<file path="src/rtl/core/dmft_pkg.sv">
// Package for the lighting-bus master frame transceiver.
// Holds the shared types, mode codes, register indexes and reset values.
// No dependencies.
package dmft_pkg;

  typedef enum logic [3:0] {
    ST_IDLE = 4'b0001,
    ST_SEND = 4'b0010,
    ST_WAIT = 4'b0100,
    ST_RECV = 4'b1000
  } state_t;

  localparam logic [1:0] MODE_IDLE = 2'd0;
  localparam logic [1:0] MODE_SEND = 2'd1;
  localparam logic [1:0] MODE_WAIT = 2'd2;
  localparam logic [1:0] MODE_RECV = 2'd3;

  localparam logic OP_TICK = 1'b0;
  localparam logic OP_SEND = 1'b1;

  localparam logic [1:0] ADDR_SHORT        = 2'd0;
  localparam logic [1:0] ADDR_GROUP        = 2'd1;
  localparam logic [1:0] ADDR_BCAST        = 2'd2;
  localparam logic [1:0] ADDR_BCAST_DIRECT = 2'd3;

  localparam logic [1:0] CFG_DTR0    = 2'd0;
  localparam logic [1:0] CFG_DTR1    = 2'd1;
  localparam logic [1:0] CFG_LIMIT   = 2'd2;
  localparam logic [1:0] CFG_TIMEOUT = 2'd3;

  localparam logic [7:0] DTR0_RESET    = 8'd163;
  localparam logic [7:0] DTR1_RESET    = 8'd195;
  localparam logic [7:0] LIMIT_RESET   = 8'd63;
  localparam logic [7:0] TIMEOUT_RESET = 8'd200;

  localparam logic [7:0] BCAST_BYTE        = 8'hFF;
  localparam logic [7:0] BCAST_DIRECT_BYTE = 8'hFE;
  localparam logic [7:0] GROUP_FLAG        = 8'h80;
  localparam logic [7:0] REPLY_CMD_MIN     = 8'h90;

  localparam int REPLY_BITS   = 9;
  localparam int SAMPLE_IDX_W = 4;
  localparam int WAIT_W       = 9;
  localparam int SAMPLE_PHASE = 2;

  typedef struct packed {
    logic       op;
    logic       rx_level;
    logic [1:0] address_type;
    logic [7:0] address;
    logic [7:0] command;
    logic       direct_arc;
  } item_t;

  typedef struct packed {
    logic       tx_level;
    logic [1:0] mode;
    logic       reply_valid;
    logic [7:0] reply_byte;
    logic       no_reply;
  } result_t;

  typedef struct packed {
    logic [7:0] dtr0_code;
    logic [7:0] dtr1_code;
    logic [7:0] address_limit;
    logic [7:0] reply_timeout_ticks;
  } cfg_t;

endpackage

</file>
<file path="src/rtl/core/dmft_if.sv">
// Channel interfaces of the lighting-bus master frame transceiver.
// One interface for the item channel and one for the result channel.
// No dependencies.
interface dmft_in_if;
  logic       valid;
  logic       ready;
  logic       op;
  logic       rx_level;
  logic [1:0] address_type;
  logic [7:0] address;
  logic [7:0] command;
  logic       direct_arc;

  modport source (output valid, op, rx_level, address_type, address, command, direct_arc,
                  input ready);
  modport sink (input valid, op, rx_level, address_type, address, command, direct_arc,
                output ready);
endinterface

interface dmft_out_if;
  logic       valid;
  logic       ready;
  logic       tx_level;
  logic [1:0] mode;
  logic       reply_valid;
  logic [7:0] reply_byte;
  logic       no_reply;

  modport source (output valid, tx_level, mode, reply_valid, reply_byte, no_reply,
                  input ready);
  modport sink (input valid, tx_level, mode, reply_valid, reply_byte, no_reply,
                output ready);
endinterface

</file>
<file path="src/rtl/core/dmft_frame_enc.sv">
// Forward frame encoder: address byte, frame bit order and reply expectation.
// Depends on dmft_pkg.
module dmft_frame_enc
  import dmft_pkg::*;
#(
  parameter int FORWARD_BITS = 17
) (
  input  item_t                   item,
  input  cfg_t                    cfg,
  output logic [FORWARD_BITS-1:0] frame,
  output logic                    expect_reply
);

  logic [7:0] addr_byte;

  always_comb begin
    addr_byte = item.address;
    case (item.address_type)
      ADDR_BCAST: begin
        addr_byte = BCAST_BYTE;
      end
      ADDR_BCAST_DIRECT: begin
        addr_byte = BCAST_DIRECT_BYTE;
      end
      default: begin
        if (item.address <= cfg.address_limit) begin
          addr_byte = {item.address[6:0], item.direct_arc};
          if (item.address_type == ADDR_GROUP) begin
            addr_byte = addr_byte | GROUP_FLAG;
          end
        end
      end
    endcase
  end

  // Start bit first, then both bytes MSB first; spare positions stay low.
  always_comb begin
    frame    = '0;
    frame[0] = 1'b1;
    for (int i = 0; i < 8; i++) begin
      frame[1 + i] = addr_byte[7 - i];
      frame[9 + i] = item.command[7 - i];
    end
  end

  assign expect_reply = (item.command >= REPLY_CMD_MIN) && (addr_byte != cfg.dtr0_code) &&
                        (addr_byte != cfg.dtr1_code);

endmodule

</file>
<file path="src/rtl/core/dmft_line_ctrl.sv">
// Bus line controller: Manchester transmit, reply wait and reply sampling.
// Depends on dmft_pkg; the frame comes from dmft_frame_enc.
module dmft_line_ctrl
  import dmft_pkg::*;
#(
  parameter int TICKS_PER_BIT = 8,
  parameter int FORWARD_BITS  = 17
) (
  input  logic                    clk,
  input  logic                    rst,
  input  logic                    step,
  input  item_t                   item,
  input  cfg_t                    cfg,
  input  logic [FORWARD_BITS-1:0] frame_in,
  input  logic                    expect_in,
  output result_t                 result
);

  localparam int PH_W  = $clog2(TICKS_PER_BIT);
  localparam int BIT_W = $clog2(FORWARD_BITS + 1);
  localparam int IDX_W = $clog2(FORWARD_BITS);
  localparam logic [PH_W-1:0] PH_HALF   = PH_W'(TICKS_PER_BIT / 2);
  localparam logic [PH_W-1:0] PH_LAST   = PH_W'(TICKS_PER_BIT - 1);
  localparam logic [PH_W-1:0] PH_SAMPLE = PH_W'(SAMPLE_PHASE);

  state_t                  state, state_next;
  logic [PH_W-1:0]         phase, phase_next;
  logic [BIT_W-1:0]        bit_cnt, bit_cnt_next;
  logic [WAIT_W-1:0]       wait_cnt, wait_cnt_next;
  logic [FORWARD_BITS-1:0] frame_bits, frame_bits_next;
  logic [REPLY_BITS-1:0]   sample_bits, sample_bits_next;
  logic                    expect_reply, expect_reply_next;
  logic                    line_drive, line_drive_next;
  logic                    reply_valid;
  logic [7:0]              reply_byte;
  logic                    no_reply;
  logic                    cur_bit;
  logic [BIT_W-1:0]        bit_inc;
  logic [1:0]              mode_code;

  assign cur_bit = frame_bits[bit_cnt[IDX_W-1:0]];
  assign bit_inc = bit_cnt + BIT_W'(1);

  always_comb begin
    state_next        = state;
    phase_next        = phase;
    bit_cnt_next      = bit_cnt;
    wait_cnt_next     = wait_cnt;
    frame_bits_next   = frame_bits;
    sample_bits_next  = sample_bits;
    expect_reply_next = expect_reply;
    line_drive_next   = line_drive;
    reply_valid       = 1'b0;
    reply_byte        = '0;
    no_reply          = 1'b0;
    if (item.op == OP_SEND) begin
      frame_bits_next   = frame_in;
      expect_reply_next = expect_in;
      line_drive_next   = 1'b0;
      state_next        = ST_SEND;
      phase_next        = '0;
      bit_cnt_next      = '0;
    end else begin
      case (state)
        ST_SEND: begin
          if (phase == '0) begin
            line_drive_next = cur_bit;
          end else if (phase == PH_HALF) begin
            line_drive_next = ~cur_bit;
          end
          if (phase == PH_LAST) begin
            phase_next   = '0;
            bit_cnt_next = bit_inc;
            if (bit_inc == BIT_W'(FORWARD_BITS)) begin
              line_drive_next = 1'b0;
              bit_cnt_next    = '0;
              wait_cnt_next   = '0;
              state_next      = expect_reply ? ST_WAIT : ST_IDLE;
            end
          end else begin
            phase_next = phase + PH_W'(1);
          end
        end
        ST_WAIT: begin
          if (wait_cnt > {1'b0, cfg.reply_timeout_ticks}) begin
            sample_bits_next = '0;
            no_reply         = 1'b1;
            state_next       = ST_IDLE;
            wait_cnt_next    = '0;
            phase_next       = '0;
            bit_cnt_next     = '0;
          end else if (item.rx_level) begin
            state_next   = ST_RECV;
            phase_next   = PH_W'(1);
            bit_cnt_next = '0;
          end else begin
            wait_cnt_next = wait_cnt + WAIT_W'(1);
          end
        end
        ST_RECV: begin
          if (phase == PH_SAMPLE) begin
            sample_bits_next[bit_cnt[SAMPLE_IDX_W-1:0]] = item.rx_level;
          end
          phase_next = (phase == PH_LAST) ? '0 : phase + PH_W'(1);
          if (phase_next == PH_LAST) begin
            bit_cnt_next = bit_inc;
          end
          if (bit_cnt_next == BIT_W'(REPLY_BITS)) begin
            for (int i = 0; i < 8; i++) begin
              reply_byte[7 - i] = sample_bits_next[i + 1];
            end
            reply_valid       = 1'b1;
            expect_reply_next = 1'b0;
            state_next        = ST_IDLE;
            phase_next        = '0;
            bit_cnt_next      = '0;
          end
        end
        default: begin
        end
      endcase
    end
  end

  always_comb begin
    case (state_next)
      ST_SEND: mode_code = MODE_SEND;
      ST_WAIT: mode_code = MODE_WAIT;
      ST_RECV: mode_code = MODE_RECV;
      default: mode_code = MODE_IDLE;
    endcase
  end

  assign result = '{tx_level: line_drive_next, mode: mode_code, reply_valid: reply_valid,
                    reply_byte: reply_byte, no_reply: no_reply};

  always_ff @(posedge clk) begin
    if (rst) begin
      state        <= ST_IDLE;
      phase        <= '0;
      bit_cnt      <= '0;
      wait_cnt     <= '0;
      frame_bits   <= '0;
      sample_bits  <= '0;
      expect_reply <= 1'b0;
      line_drive   <= 1'b0;
    end else if (step) begin
      state        <= state_next;
      phase        <= phase_next;
      bit_cnt      <= bit_cnt_next;
      wait_cnt     <= wait_cnt_next;
      frame_bits   <= frame_bits_next;
      sample_bits  <= sample_bits_next;
      expect_reply <= expect_reply_next;
      line_drive   <= line_drive_next;
    end
  end

endmodule

</file>
<file path="src/rtl/core/dali_master_frame_transceiver_top.sv">
// Lighting-bus master frame transceiver. Every transaction on the item channel is either a
// timer tick (TICKS_PER_BIT ticks make one bus bit) or a request to send a forward frame,
// and yields exactly one result transaction with the transmit drive, the bus mode and any
// completed reply or reply timeout. A transaction is taken in every cycle unless the result
// side stalls; it passes the input register and then the result register, and either side
// may stall without losing a transaction. The user must write configuration registers
// through the plain write port only while no transaction is in flight; the block does not
// enforce it. Depends on dmft_pkg, dmft_if, dmft_frame_enc and dmft_line_ctrl.
module dali_master_frame_transceiver_top
  import dmft_pkg::*;
#(
  parameter int TICKS_PER_BIT = 8,
  parameter int FORWARD_BITS  = 17
) (
  input  logic       clk,
  input  logic       rst,
  dmft_in_if.sink    in_ch,
  dmft_out_if.source out_ch,
  input  logic       cfg_write,
  input  logic [1:0] cfg_index,
  input  logic [7:0] cfg_data
);

  cfg_t                    cfg;
  item_t                   item_q;
  logic                    item_valid;
  result_t                 result;
  result_t                 result_q;
  logic                    result_valid;
  logic                    advance;
  logic [FORWARD_BITS-1:0] frame;
  logic                    expect_reply;

  always_ff @(posedge clk) begin
    if (rst) begin
      cfg.dtr0_code           <= DTR0_RESET;
      cfg.dtr1_code           <= DTR1_RESET;
      cfg.address_limit       <= LIMIT_RESET;
      cfg.reply_timeout_ticks <= TIMEOUT_RESET;
    end else if (cfg_write) begin
      case (cfg_index)
        CFG_DTR0:    cfg.dtr0_code           <= cfg_data;
        CFG_DTR1:    cfg.dtr1_code           <= cfg_data;
        CFG_LIMIT:   cfg.address_limit       <= cfg_data;
        CFG_TIMEOUT: cfg.reply_timeout_ticks <= cfg_data;
        default: begin
        end
      endcase
    end
  end

  assign advance     = item_valid && (!result_valid || out_ch.ready);
  assign in_ch.ready = !item_valid || advance;

  always_ff @(posedge clk) begin
    if (rst) begin
      item_valid <= 1'b0;
    end else if (in_ch.ready) begin
      item_valid <= in_ch.valid;
    end
  end

  always_ff @(posedge clk) begin
    if (in_ch.valid && in_ch.ready) begin
      item_q <= '{op: in_ch.op, rx_level: in_ch.rx_level, address_type: in_ch.address_type,
                  address: in_ch.address, command: in_ch.command,
                  direct_arc: in_ch.direct_arc};
    end
  end

  dmft_frame_enc #(
    .FORWARD_BITS(FORWARD_BITS)
  ) u_frame_enc (
    .item        (item_q),
    .cfg         (cfg),
    .frame       (frame),
    .expect_reply(expect_reply)
  );

  dmft_line_ctrl #(
    .TICKS_PER_BIT(TICKS_PER_BIT),
    .FORWARD_BITS (FORWARD_BITS)
  ) u_line_ctrl (
    .clk      (clk),
    .rst      (rst),
    .step     (advance),
    .item     (item_q),
    .cfg      (cfg),
    .frame_in (frame),
    .expect_in(expect_reply),
    .result   (result)
  );

  always_ff @(posedge clk) begin
    if (rst) begin
      result_valid <= 1'b0;
    end else if (advance) begin
      result_valid <= 1'b1;
    end else if (out_ch.ready) begin
      result_valid <= 1'b0;
    end
  end

  always_ff @(posedge clk) begin
    if (advance) begin
      result_q <= result;
    end
  end

  assign out_ch.valid       = result_valid;
  assign out_ch.tx_level    = result_q.tx_level;
  assign out_ch.mode        = result_q.mode;
  assign out_ch.reply_valid = result_q.reply_valid;
  assign out_ch.reply_byte  = result_q.reply_byte;
  assign out_ch.no_reply    = result_q.no_reply;

endmodule

</file>
<file path="src/flat_wrapper.sv">
// flat-port wrapper written by rule: the top's interface ports become plain ports
module dali_master_frame_transceiver_top_flat import dmft_pkg::*;
#(
  parameter int TICKS_PER_BIT = 8,
  parameter int FORWARD_BITS  = 17
)
  (clk, rst, cfg_write, cfg_index, cfg_data, in_ch_valid, in_ch_op, in_ch_rx_level, in_ch_address_type, in_ch_address, in_ch_command, in_ch_direct_arc, in_ch_ready, out_ch_valid, out_ch_tx_level, out_ch_mode, out_ch_reply_valid, out_ch_reply_byte, out_ch_no_reply, out_ch_ready);
  dmft_in_if in_ch_i ();
  dmft_out_if out_ch_i ();
  input  logic clk;
  input  logic rst;
  input  logic cfg_write;
  input  logic [1:0] cfg_index;
  input  logic [7:0] cfg_data;
  input wire logic [$bits(in_ch_i.valid)-1:0] in_ch_valid;
  input wire logic [$bits(in_ch_i.op)-1:0] in_ch_op;
  input wire logic [$bits(in_ch_i.rx_level)-1:0] in_ch_rx_level;
  input wire logic [$bits(in_ch_i.address_type)-1:0] in_ch_address_type;
  input wire logic [$bits(in_ch_i.address)-1:0] in_ch_address;
  input wire logic [$bits(in_ch_i.command)-1:0] in_ch_command;
  input wire logic [$bits(in_ch_i.direct_arc)-1:0] in_ch_direct_arc;
  output wire logic [$bits(in_ch_i.ready)-1:0] in_ch_ready;
  output wire logic [$bits(out_ch_i.valid)-1:0] out_ch_valid;
  output wire logic [$bits(out_ch_i.tx_level)-1:0] out_ch_tx_level;
  output wire logic [$bits(out_ch_i.mode)-1:0] out_ch_mode;
  output wire logic [$bits(out_ch_i.reply_valid)-1:0] out_ch_reply_valid;
  output wire logic [$bits(out_ch_i.reply_byte)-1:0] out_ch_reply_byte;
  output wire logic [$bits(out_ch_i.no_reply)-1:0] out_ch_no_reply;
  input wire logic [$bits(out_ch_i.ready)-1:0] out_ch_ready;
  assign in_ch_i.valid = in_ch_valid;
  assign in_ch_i.op = in_ch_op;
  assign in_ch_i.rx_level = in_ch_rx_level;
  assign in_ch_i.address_type = in_ch_address_type;
  assign in_ch_i.address = in_ch_address;
  assign in_ch_i.command = in_ch_command;
  assign in_ch_i.direct_arc = in_ch_direct_arc;
  assign in_ch_ready = in_ch_i.ready;
  assign out_ch_valid = out_ch_i.valid;
  assign out_ch_tx_level = out_ch_i.tx_level;
  assign out_ch_mode = out_ch_i.mode;
  assign out_ch_reply_valid = out_ch_i.reply_valid;
  assign out_ch_reply_byte = out_ch_i.reply_byte;
  assign out_ch_no_reply = out_ch_i.no_reply;
  assign out_ch_i.ready = out_ch_ready;
  dali_master_frame_transceiver_top #(.TICKS_PER_BIT(TICKS_PER_BIT), .FORWARD_BITS(FORWARD_BITS)) u_core (.clk(clk), .rst(rst), .in_ch(in_ch_i), .out_ch(out_ch_i), .cfg_write(cfg_write), .cfg_index(cfg_index), .cfg_data(cfg_data));
endmodule
</file>
<file path="config.mk">
export PLATFORM = sky130hd
export DESIGN_NAME = dali_master_frame_transceiver_top_flat
export DESIGN_NICKNAME = d
export VERILOG_FILES = /design/src/rtl/core/dmft_pkg.sv /design/src/rtl/core/dmft_if.sv /design/src/rtl/core/dmft_frame_enc.sv /design/src/rtl/core/dmft_line_ctrl.sv /design/src/rtl/core/dali_master_frame_transceiver_top.sv /design/src/flat_wrapper.sv
export SDC_FILE = /design/constraint.sdc
export NUM_CORES = 1
export LEC_CHECK = 0
export CAP_MARGIN = 20
export CORE_MARGIN = 5
export CORE_UTILIZATION = 58
export DETAILED_ROUTE_END_ITERATION = 8
export DONT_BUFFER_PORTS = 1
export GPL_TIMING_DRIVEN = 0
export PLACE_DENSITY = 0.82
export SYNTH_ARGS = -nofsm -noshare
export SYNTH_HDL_FRONTEND = slang
export SYNTH_SLANG_ARGS = --single-unit
export TNS_END_PERCENT = 100
</file>
<file path="constraint.sdc">
create_clock -name clk -period 2.4 [get_ports clk]
set_clock_uncertainty 0.05 [all_clocks]
set_input_delay 0 -clock clk [delete_from_list [all_inputs] [get_ports clk]]
set_output_delay 0 -clock clk [all_outputs]
set_load 0.1 [all_outputs]
</file>
==> qor.yml, run 1 <==
floorplanning:
  start_util_pct: 60.07
  fp.dieW_um: 111.1
  io_pins: 51
  num_rows: 36
  fp.dieH_um: 111.1
  design.die.area_sq_um: 12340
  core_area_sq_um: 9864
sta:
  fmax_mhz: 325.2
  tns_ps: -3971
  finalMaxSlewViolations: 0
  final.min_clock_period_ps: 3075
  finalHoldViolCount: 0
  tightest_slew_ps: 896.1
  relSlewSlack_pct: 40.39
  setup_ws_ps: -674.7
  fin_crit_sh_pct: 128.1
  rsz0062_at_grt: "true"
  setup-violations-final: 24
cts:
  numCtsBuffers: 17
  clock_tree.buffer_depth: 2
  clk-insertion-delay-late_ps: 540
  clock-root-buffer: "clkbuf_8"
  clk_pin_slew_ps: 60
  cts_tree: "done"
  htree_levels: 4
  cts.sinks: 116
layout:
  antennaDiodeCount: 0
  syn_to_final_growth_pct: 39.06
  fillers: 443
  multi_input_area_sq_um: 3696
  drive_above_1_share_pct: 28.50
  finalNonFillerCells: 905
  seq_area_sq_um: 2698
  layout.nets: 821
flow_run:
  cap_viol_max_count: 0
grt:
  grt_first_pass_wirelength_mm: 26.66
  grt_max_degree: 22
  grt_pass1_vias: 5444
  antenna_found_initial: 0
  gr-total-overflow: 0
  grt_use_total_pct: 26.63
synth:
  syn_area_sq_um: 5926
  yosys.cell_types.count: 70
  syn_inst: 658
  synth.top_cell.area_share_pct: 27.70
  syn_nets: 720
  synth_edf_count: 34
  synthTopCellsByArea: "dfxtp_1, edfxtp_1, a21oi_1"
  synth-seq-cells: 116
  synth_warnings: 0
  synth_seq_area_share_pct: 44.93
  synthFlopType: "dfxtp_1"
  synth.most_common_cell: "nand2_1"
  synthArstFlopShare_pct: 0
  syn_area_per_cell_sq_um: 9.006
  synth_commonest_cells: "nand2_1, dfxtp_1, a21oi_1, nor2_1, edfxtp_1"
  synth_top_cell_by_area: "dfxtp_1"
pwr:
  vdd_drop_max_uv: 517.7
  leakagePower_nw: 2.956
  p_per_area_nw_per_um2: 678.9
drt:
  dr.pass1.iters: 6
  detail_route.wl_per_cell_um: 23.57
  via_per_inst: 6.656
  dr_total_vias: 6024
  drt-initial-drc-count: 718
  drt_wl_total_mm: 21.33
  antenna_left: 0
  post-route-drc-count: 0
critical_path:
  worstReg2RegEnd: "u_core.u_line_ctrl.expect_reply"
  crit_start: "u_core.item_q[13]"
  criticalPathCategory: "flop to flop"
  worstReg2RegStart: "u_core.item_q[13]"
  critical_path_required_ps: 2750
  reg2regPathDepth: 11
  reg2reg_setup_slack_ps: -670
  cp_data_arrival_time_ps: 3430
  crit_end: "u_core.u_line_ctrl.expect_reply"
  crit_path_end_kind: "flop"
  crit_fanout: 8
  startpoint_type: "flop"
worst_hold_path:
  hold_path_class: "input pin to flop"
placed_design:
  dp.cells: 791
  io_buffer_count: 0
  gp_congestion: 0.8933
  hpwl_mm: 9.838
run_status:
  violations: "negative setup slack"
  outcome: "finished, violations left"
[per-layer routing]
metal	global-route usage [%]	routed length, um	vias to the layer above
met1	30.94	7321	2844
met3	5.950	1906	162
li1	-	-	2528
met5	0	0	-
met4	14.92	1665	0
met2	45.39	10440	490
[logic make-up after synthesis]
logic type,Yosys count,share of synthesized area (%)
mux,16,3.737
compound gates,129,13.81
buf+inv,65,4.518
fa+ha+maj,26,5.490
xor+xnor,30,4.434
simple gates,276,23.08
flops,116,44.93
[worst max-delay path, cell delays in order, from the launching register on]
cell	delay, ps
edfxtp_1	450
ha_1	360
nand4_1	210
buf_4	210
a211oi_2	260
or2_4	210
buf_12	170
mux2i_4	360
xnor2_1	200
nand4_1	150
o21ai_1	180
o32ai_1	110
[power breakdown]
group / switching (W) / internal (W) / total, W
logic: 0.000322 / 0.000246 / 0.000568
registers: 0.000147 / 0.00209 / 0.00224
clock network: 0.000994 / 0.00179 / 0.00279
total: 0.00146 / 0.00413 / 0.00559
[sequential cells by signal, indices dropped and copies added, names as in the netlist]
name and flops:
u_core.cfg 32, u_core.item_q 21, u_core.item_valid 1, u_core.out_ch.mode 2, u_core.out_ch.no_reply 1, u_core.out_ch.reply_byte 8
u_core.out_ch.reply_valid 1, u_core.out_ch.tx_level 1, u_core.out_ch.valid 1, u_core.u_line_ctrl.bit_cnt 5, u_core.u_line_ctrl.expect_reply 1, u_core.u_line_ctrl.frame_bits 17
u_core.u_line_ctrl.line_drive 1, u_core.u_line_ctrl.phase 3, u_core.u_line_ctrl.sample_bits 8, u_core.u_line_ctrl.state 4, u_core.u_line_ctrl.wait_cnt 9
[worst min-delay path by stage]
stage | startpoint | to | slack [ps] | cells past startpoint
2_1_floorplan | in_ch_direct_arc | u_core.item_q[0] | 50 | 0
3_3_place_gp | in_ch_address[5] | u_core.item_q[14] | 50 | 0
3_5_place_dp | in_ch_address[5] | u_core.item_q[14] | 50 | 0
4_1_cts | in_ch_address[0] | u_core.item_q[9] | 40 | 1
5_1_grt | in_ch_direct_arc | u_core.item_q[0] | 20 | 1
6_report | in_ch_valid | u_core.item_q[19] | 10 | 1
[cells in the final DEF (no fill, tap or decap), types with 4 or more instances in the layout]
cell type / count
a211o_1: 13
a21oi_1: 53
a21oi_2: 14
buf_2: 5
buf_4: 34
buf_6: 12
bufinv_16: 5
clkbuf_1: 23
clkbuf_16: 16
clkinv_4: 5
dfxtp_1: 64
dfxtp_2: 13
dfxtp_4: 5
dlygate4sd3_1: 40
edfxtp_1: 34
ha_1: 10
ha_4: 16
inv_1: 19
inv_2: 6
mux2i_1: 5
mux2i_4: 7
nand2_1: 81
nand2_2: 6
nand3_1: 23
nand3b_1: 8
nand4_1: 11
nor2_1: 65
nor2_2: 4
nor2b_1: 6
nor3_1: 16
o21ai_0: 7
o21ai_2: 7
or2_4: 5
xnor2_1: 16
xnor2_2: 4
xor2_1: 9
[area by class of cell]
| class | instances | area share [%] |
|---|---|---|
| sequential | 116 | 32.74 |
| timing repair buffer | 83 | 9.232 |
| clock buffer | 19 | 5.117 |
| multi-input combinational | 478 | 44.85 |
| buffer | 35 | 2.141 |
| tap | 133 | 2.019 |
| clock inverter | 13 | 2.520 |
| inverter | 28 | 1.382 |
[per-stage QoR]
step                total power (W)  util, %  hold WS, ps  instance area [sq um]  worst slack, ps
detailed placement         0.002583    61.80        48.93                   6096           -443.8
global placement           0.002565    61.80        48.94                   6096           -344.8
global route               0.005717    83.54        20.84                   8240           -725.0
finish                     0.005595    83.54        13.13                   8240           -674.7
CTS                        0.005355    76.52        42.69                   7548           -186.0
floorplan                  0.002501        -        48.87                   5929            1.389
[what timing repair did]
action                                  in CTS  in global routing
endpoints found under the setup margin      79                 68
hold buffers                                40                  0
gates cloned                                 0                  1
setup buffers                               16                 28
gates resized for setup                     74                105
pin swaps                                   16                 61
endpoints found under the hold margin       56                  0
No activity file was read; power rests on OpenSTA's default activity.
==> run 2: changes to the inputs <==
CORE_UTILIZATION = 55   (was 58)
PLACE_DENSITY = 0.79   (was 0.82)
==> qor.yml, run 2 (synthesis gave the netlist of run 1 again) <==
run_status:
  outcome: "finished, violations left"
  violations: "negative setup slack"
worst_hold_path:
  hold_path_class: "input pin to flop"
drt:
  dr_total_vias: 5710
  post-route-drc-count: 0
  drt-initial-drc-count: 653
  antenna_left: 0
  dr.pass1.iters: 6
  via_per_inst: 6.330
  detail_route.wl_per_cell_um: 20.94
  drt_wl_total_mm: 18.89
layout:
  largest_registers: "u_core.cfg (32), u_core.item_q (21), u_core.u_line_ctrl.frame_bits (17)"
  largest_reg_flops: 32
  syn_to_final_growth_pct: 37.31
  final_cell_mix: "nand2_1, dfxtp_1, nor2_1, a21oi_1, dlygate4sd3_1"
  antennaDiodeCount: 0
  largest_register: "u_core.cfg"
  utilization_pct: 78.11
  fillers: 603
  mostFrequentLayoutCell: "nand2_1"
  layout.nets: 815
  drive_above_1_share_pct: 26.63
flow_run:
  cap_viol_max_count: 0
critical_path:
  reg2regPathDepth: 11
  worstReg2RegEnd: "u_core.u_line_ctrl.expect_reply"
  crit_fanout: 8
  crit_end: "u_core.u_line_ctrl.expect_reply"
  criticalPathCategory: "flop to flop"
  cp_data_arrival_time_ps: 3180
  cp_top_family: "simple AND/OR/NAND/NOR gates"
  cp_cell_sequence: "ha_4 > nand4_1 > nor2_2 > a211oi_2 > or2_1 > buf_12 > o311a_4 > xnor2_2 > nand4_1 > o21ai_2 > o32ai_1"
  crit_path_end_kind: "flop"
  worstReg2RegStart: "u_core.item_q[16]"
  cp_common_cell: "nand4_1"
  reg2reg_setup_slack_ps: -440
  critical_path_required_ps: 2750
  max_stage_delay_ps: 450
  startpoint_type: "flop"
  path_depth: 11
  crit_start: "u_core.item_q[16]"
  crit_buf_inv: 1
  cp_slowest_cell: "edfxtp_1"
grt:
  antenna_found_initial: 0
  grt_first_pass_wirelength_mm: 27.43
  gr-total-overflow: 0
  grt_max_degree: 22
  grt_use_total_pct: 26.83
  grt_pass1_vias: 5506
cts:
  clock-root-buffer: "clkbuf_8"
  clk-insertion-delay-late_ps: 530
  htree_levels: 4
  numCtsBuffers: 17
  clock_tree.buffer_depth: 2
  cts_tree: "done"
  clk_pin_slew_ps: 60
  cts.sinks: 116
sta:
  finalMaxSlewViolations: 0
  fmax_mhz: 352.7
  rsz0062_at_grt: "true"
  finalHoldViolCount: 0
  fin_crit_sh_pct: 118.1
  setup_ws_ps: -435.5
  tightest_slew_ps: 896.3
  relSlewSlack_pct: 40.37
  setup-violations-final: 10
  final.min_clock_period_ps: 2835
floorplanning:
  start_util_pct: 56.89
  fp.dieW_um: 113.8
  design.die.area_sq_um: 12950
  fp.dieH_um: 113.8
  io_pins: 51
  core_area_sq_um: 10420
  num_rows: 37
pwr:
  leakagePower_nw: 2.921
  vdd_drop_max_uv: 661.9
  p_per_area_nw_per_um2: 675.1
  power_w: 0.005493
placed_design:
  io_buffer_count: 0
  gp_congestion: 0.8684
  hpwl_mm: 10.02
[run 2: changes by cell type in the layout (fill, tap and decap cells not counted), sizes merged]
cell / previous run / this run
buf: 54 / 47
clkinv: 8 / 5
clkinvlp: 1 / 6
dlygate4sd3: 40 / 41
inv: 27 / 26
or2: 8 / 7
[run 2: area by class of cell]
cell class                 instances  area, sq um  area share [%]
inverter                          28        120.1           1.476
clock buffer                      18        417.9           5.136
tap                              136        170.2           2.091
multi-input combinational        477         3590           44.12
clock inverter                    14        211.5           2.599
sequential                       116         2695           33.12
buffer                            36        183.9           2.260
timing repair buffer              77        748.2           9.196
[run 2: worst min path at each step]
stage | start | end | depth (start not counted)
global placement | in_ch_address[2] | u_core.item_q[11] | 0
global route | in_ch_address[0] | u_core.item_q[9] | 1
finish | cfg_index[0] | u_core.cfg[15] | 4
detailed placement | in_ch_command[5] | u_core.item_q[6] | 0
floorplan | in_ch_direct_arc | u_core.item_q[0] | 0
CTS | cfg_index[0] | u_core.cfg[15] | 4
[run 2: power breakdown]
| group | internal (W) | total, W | switching [W] | leakage, nW |
|---|---|---|---|---|
| sequential | 0.00209 | 0.00223 | 0.000138 | 0.996 |
| combinational | 0.000225 | 0.000524 | 0.000299 | 1.63 |
| clock | 0.00178 | 0.00274 | 0.000955 | 0.294 |
| total | 0.00410 | 0.00549 | 0.00139 | 2.92 |
[run 2: repair_timing]
item                       CTS  global route
buffers inserted            19            16
hold buffers                41             0
hold endpoints to repair    77             0
setup endpoints to repair   79            51
gates resized for setup     74            96
pin swaps                   20            46
gates cloned                 0             1
[run 2: worst min-delay path, delay by kind of cell]
family | cells | cell delay [ps]
buffers and inverters | 1 | 220
AND/OR/NAND/NOR | 2 | 300
AO/OA/AOI/OAI | 1 | 50
[run 2: metal layers]
metal / vias up / track usage (%) / wire length [um]
li1: 2514 / - / -
met3: 111 / 7.003 / 1541
met2: 336 / 45.70 / 9438
met5: - / 0 / 0
met4: 0 / 14.25 / 1152
met1: 2749 / 30.89 / 6756
[run 2: through the flow]
| step | std cells | cell area, sq um | setup TNS [ps] | hold slack (ps) | setup slack, ps |
|---|---|---|---|---|---|
| floorplan | 658 | 5929 | 0 | 48.87 | 1.389 |
| global placement | 794 | 6100 | -11720 | 48.93 | -341.6 |
| detailed placement | 794 | 6100 | -15520 | 48.93 | -470.4 |
| CTS | 885 | 7611 | -235.0 | 10.11 | -180.1 |
| global route | 902 | 8137 | -3388 | 42.25 | -559.6 |
| finish | 902 | 8137 | -824.5 | 42.26 | -435.5 |
